[src/hw/rtl/ppe_pkg.sv]
// Shared types and constants for the piecewise profile evaluator.
`timescale 1ns / 1ps
`default_nettype none

package ppe_pkg;

	// Field widths of one beat.
	localparam int VAL_W   = 24;
	localparam int TIME_W  = 23;  // nonnegative query time, sign bit dropped
	localparam int ACC_W   = 25;  // accumulated time plus one duration
	localparam int MUL_W   = 25;  // shared multiplier operand
	localparam int PROD_W  = 2 * MUL_W;
	localparam int SS_W    = 2 * TIME_W;
	localparam int PART_W  = 27;  // low partial product of a*s*s after the shift
	localparam int HALF_W  = 38;  // floor(a*s*s / 2^33)

	localparam logic signed [VAL_W-1:0] VAL_MAX = 24'sh7FFFFF;
	localparam logic signed [VAL_W-1:0] VAL_MIN = 24'sh800000;

	typedef enum logic [1:0] {
		OP_CLEAR   = 2'd0,
		OP_APPEND  = 2'd1,
		OP_SET_END = 2'd2,
		OP_QUERY   = 2'd3
	} op_t;

	localparam logic [1:0] WHERE_BEFORE = 2'd0;
	localparam logic [1:0] WHERE_INSIDE = 2'd1;
	localparam logic [1:0] WHERE_PAST   = 2'd2;

	typedef struct packed {
		logic        [VAL_W-1:0] duration;
		logic signed [VAL_W-1:0] accel;
		logic signed [VAL_W-1:0] distance;
		logic signed [VAL_W-1:0] end_velocity;
	} seg_t;

endpackage

`default_nettype wire

[src/hw/rtl/ppe_mul.sv]
// Shared signed multiplier with a registered product.
`timescale 1ns / 1ps
`default_nettype none

module ppe_mul (
	input  wire logic                              clk,
	input  wire logic signed [ppe_pkg::MUL_W-1:0]  op_a,
	input  wire logic signed [ppe_pkg::MUL_W-1:0]  op_b,
	output logic signed      [ppe_pkg::PROD_W-1:0] prod_q
);
	import ppe_pkg::*;

	always_ff @(posedge clk) begin
		prod_q <= op_a * op_b;
	end

endmodule

`default_nettype wire

[config.mk]
export PLATFORM = sky130hd
export DESIGN_NAME = ppe_mul
export DESIGN_NICKNAME = d
export VERILOG_FILES = /design/src/hw/rtl/ppe_pkg.sv /design/src/hw/rtl/ppe_mul.sv
export SDC_FILE = /design/constraint.sdc
export NUM_CORES = 2
export LEC_CHECK = 0
export BUFFER_PORTS_ARGS = -buffer_cell sky130_fd_sc_hd__buf_2
export CAP_MARGIN = 20
export CORE_MARGIN = 10
export CORE_UTILIZATION = 30
export CTS_BUF_LIST = sky130_fd_sc_hd__clkbuf_4 sky130_fd_sc_hd__clkbuf_8
export CTS_CLUSTER_SIZE = 12
export DETAILED_ROUTE_END_ITERATION = 8
export PLACE_DENSITY = 0.52
export SYNTH_ARGS = -nofsm -noshare
export SYNTH_HDL_FRONTEND = slang
export SYNTH_SLANG_ARGS = --single-unit
[constraint.sdc]
create_clock -name clk -period 22.7 [get_ports clk]
set_input_delay 3.405 -clock clk [delete_from_list [all_inputs] [get_ports clk]]
set_output_delay 3.405 -clock clk [all_outputs]
set_load 0.05 [all_outputs]
Word level (Yosys, flattened, before mapping)
Index checks and enable logic that the tools add are counted.
- bits in registers: 50
- logic and storage cells: 2
- bits of input ports: 51
- output and inout port bits: 50
- $mul: 1
- operator list (operator ; number):
    multiplier 25 x 25 -> 50 bit ; 1

Longest topological paths before layout
- word-level depth: 1
- depth in mapped cells: 26
- mapped depth without buffers: 25

Worst setup path after synthesis
OpenSTA, ideal clock, no wires.
- path kind: in2reg
- start point: input port op_a[24] (netlist name)
- end point: register prod_q[47] (netlist name)
- path slack: 12.676 ns
- setup time: 0.121 ns
- stages on the path: 24
- path buffers: 2
- arrival: 9.903 ns
- required time: 22.579 ns
- cells stage by stage: clkbuf_1 -> nand2_1 -> inv_1 -> fa_1 -> inv_1 -> fa_1 -> inv_1 -> fa_1 -> fa_1 -> fa_1 -> fa_1 -> inv_1 -> fa_1 -> inv_1 -> ha_1 -> clkbuf_1 -> a21o_1 -> a21o_1 -> a21oi_1 -> o21bai_1 -> a2bb2oi_1 -> o41ai_2 -> o41a_1 -> xor2_1
- cells in the longest elaborated chain, start to end: 1
- RTL lines (item ; RTL line ; RTL):
    start, declared ; ppe_mul.sv:7 ; input wire logic signed [ppe_pkg::MUL_W-1:0] op_a,
    multiplier 25 x 25 -> 50 bit ; ppe_mul.sv:14 ; prod_q <= op_a * op_b;
    end signal, assigned ; ppe_mul.sv:14 ;
    end, declared ; ppe_mul.sv:9 ; output logic signed [ppe_pkg::PROD_W-1:0] prod_q
Every way passes these cells.

Worst setup path in the final report
Ends and elaborated chain as after synthesis.

==> impl_metrics.toml <==
[layout]
drive_gt1_share_pct = 4.856
area.sequential_sq_um = 1001
nets = 3423
area_growth_syn_to_layout_pct = 6.636
multi_input_area_sq_um = 20010
largest_reg_flops = 50
fin_util_pct = 32.37
fill_cells = 8472
largestRegisters = "prod_q (50)"
regMostFlops = "prod_q"

[placed_design]
port_buffers = 100
place.gp.congestion = 0.8154
dp_hpwl_mm = 52.14

[clock_network]
numCtsBuffers = 5
postCtsSetupRepairBufs = 0
ctsHoldBuffers = 0
path_clk_slew_ns = 0.16
clock_sinks = 50
cts_tree = "built"
root_buffer = "clkbuf_8"
clk_path_buf_depth = 2
htreeDepth = 2
cts_resized = 0

[yosys]
ys_types = 48
synthFlopType = "dfxtp_1"
muxShareOfSynthArea_pct = 0.04688
synth_fa_ha_area_share_pct = 62.18
seq_area_frac_synth_pct = 4.167
async_flop_share_pct = 0
yosys.area_share.simple_pct = 15.01
synth_top_family_by_area = "adder cells"
synth-xor-area-share_pct = 2.115
synth-compound-area-share_pct = 3.938
syn_avg_cell_area_sq_um = 9.377
syn_nets = 3412
ys_ff_latch = 50
synth_enable_flop_cells = 0
syn_inst = 2562
synth_warnings = 0
netlist_area_sq_um = 24020

[worst_setup_path]
arrival_ns = 10.72
worst_setup_path_end_kind = "register"
crit_family = "adder cells"
max_stage_delay_ns = 0.92
worst_setup_path_start_kind = "primary input"
required_ns = 22.98
crit_top_cell = "fa_1"
crit_type = "in -> reg"
path_buf_inv = 6
slowest_stage = "fa_1"
crit_fanout = 25
path_cells = "buf_2 -> nand2_1 -> inv_1 -> fa_1 -> inv_1 -> fa_1 -> inv_1 -> fa_1 -> fa_1 -> fa_1 -> fa_1 -> inv_1 -> fa_1 -> inv_1 -> ha_1 -> a21o_1 -> a21o_1 -> a21oi_1 -> o21bai_1 -> a2bb2oi_1 -> o41ai_2 -> o41a_1 -> xor2_1"

[min_path]
min_from = "op_b[0]"
min_path_type = "in -> reg"
whs_path_depth = 2
hold_path_end = "prod_q[0]$_DFF_P_"

[drt]
vias_per_cell = 4.462
drcViolationCount = 0
ant_nets = 0
wl_per_cell_microns = 16.96
routed_wl_mm = 61.55
drt_iter0_markers = 617
vias = 16190
dr.pass1.iters = 7

[sta]
finalHoldViolCount = 0
period_needed_ns = 10.44
drv_slew = 0
setup_viol = 0
tightest_slew_ns = 0.8583
fin_setup_tns_ns = 0
fmaxAchievable_ghz = 0.09581
relSlewSlack_pct = 42.78
rsz0062_at_grt = "false"
finalCritPeriodShare_pct = 45.98

[grt]
grt_max_degree = 27
track_usage_pct = 14.23
grt_pass1_wl_mm = 102.1
grt_busiest_layer = "met2"
grt_pass1_vias = 18520
antenna_found_initial = 11
met2_usage_pct = 25.67
use_met3_pct = 2.074
use_met1_pct = 17.38
overflow = 0

[floorplanning]
die_h_microns = 303.0
die_area_sq_um = 91800
rows = 103
die_w_microns = 303.0
start_util_pct = 30.36
pin_count = 101
coreArea_sq_um = 79130

[status]
status = "finished clean"

[flow_run]
maxCapViolations = 0
==> cells by family (layout without fill, tap and decap cells) <==
kind of cell,after synthesis,in the layout
AOI/OAI and AO/OA,137,137
xor gates and xnor gates,58,58
adders and majority gates,799,799
buffers and inverters,803,815
DFF,50,50
muxes,1,1
other,0,5
and+or+nand+nor,714,714
==> cells in the mapped netlist (all sizes together) (2+ instances only) <==
cell / instances / area [sq um]
a21boi: 3 / 26.27
dfxtp: 50 / 1001
nor2b: 21 / 131.4
o21ai: 26 / 130.1
o21a: 5 / 37.54
clkbuf: 104 / 390.4
a211oi: 3 / 22.52
nand2: 308 / 1156
or3: 2 / 12.51
nand3: 6 / 30.03
nor3: 6 / 30.03
nand2b: 11 / 68.82
ha: 141 / 1764
nand4: 8 / 50.05
xor2: 19 / 166.4
a21o: 22 / 165.2
a211o: 3 / 26.28
and3: 2 / 12.51
o41ai: 5 / 58.81
and2: 320 / 2002
fa: 658 / 13170
a21oi: 44 / 224.0
a41oi: 2 / 17.52
xnor2: 39 / 341.6
nor2: 30 / 112.6
o21bai: 7 / 52.55
inv: 699 / 2624
a31oi: 2 / 12.51
o211ai: 2 / 20.02
==> cell type report <==
class	instances	area share, %
antenna	5	0.04884
clock buffer	5	0.2686
clock inverter	3	0.1123
inverter	699	10.24
multi-input combinational	1709	78.10
sequential	50	3.907
tap	1050	5.128
timing repair buffer	108	2.188
==> placed cells by master (no fill, tap or decap), types with 30 or more instances in the layout <==
cell type | Yosys | routed
fa_1 | 658 | 658
nand2_1 | 308 | 308
xnor2_1 | 39 | 39
dfxtp_1 | 50 | 50
and2_1 | 320 | 320
a21oi_1 | 43 | 43
inv_1 | 699 | 699
nor2_1 | 30 | 30
buf_2 | 0 | 100
ha_1 | 141 | 141
==> metrics by stage <==
stage | std cells | hold WS, ns | setup WS (ns) | area, sq um
6_report | 3629 | 3.470 | 12.26 | 25620
5_1_grt | 3627 | 3.475 | 11.79 | 25610
4_1_cts | 3624 | 3.434 | 12.22 | 25600
3_5_place_dp | 3616 | 3.877 | 11.80 | 25510
3_3_place_gp | 3616 | 3.877 | 11.87 | 25510
2_1_floorplan | 2562 | 3.532 | 12.68 | 24020
==> worst max-delay path by stage <==
stage,startpoint,endpoint,slack (ns),depth (start not counted)
finish,op_a[24],prod_q[47]$_DFF_P_,12.26,23
global route,op_a[24],prod_q[49]$_DFF_P_,11.79,22
CTS,op_a[24],prod_q[47]$_DFF_P_,12.22,23
detailed placement,op_a[24],prod_q[47]$_DFF_P_,11.80,23
global placement,op_a[24],prod_q[47]$_DFF_P_,11.87,23
floorplan,op_a[24],prod_q[47]$_DFF_P_,12.68,24
==> metal layers <==
metal  routed length (microns)  vias up  share of wire [%]
met5                        83        -               0.13
met4                      1658       16                2.7
met3                      2551       82                4.1
met2                     32300      294                 52
met1                     24960     8513                 41
li1                          -     7287                  -
Power is left out: the tool's default activity adds up to more than one toggle a clock period on the data nets, which glitch-free logic cannot reach.
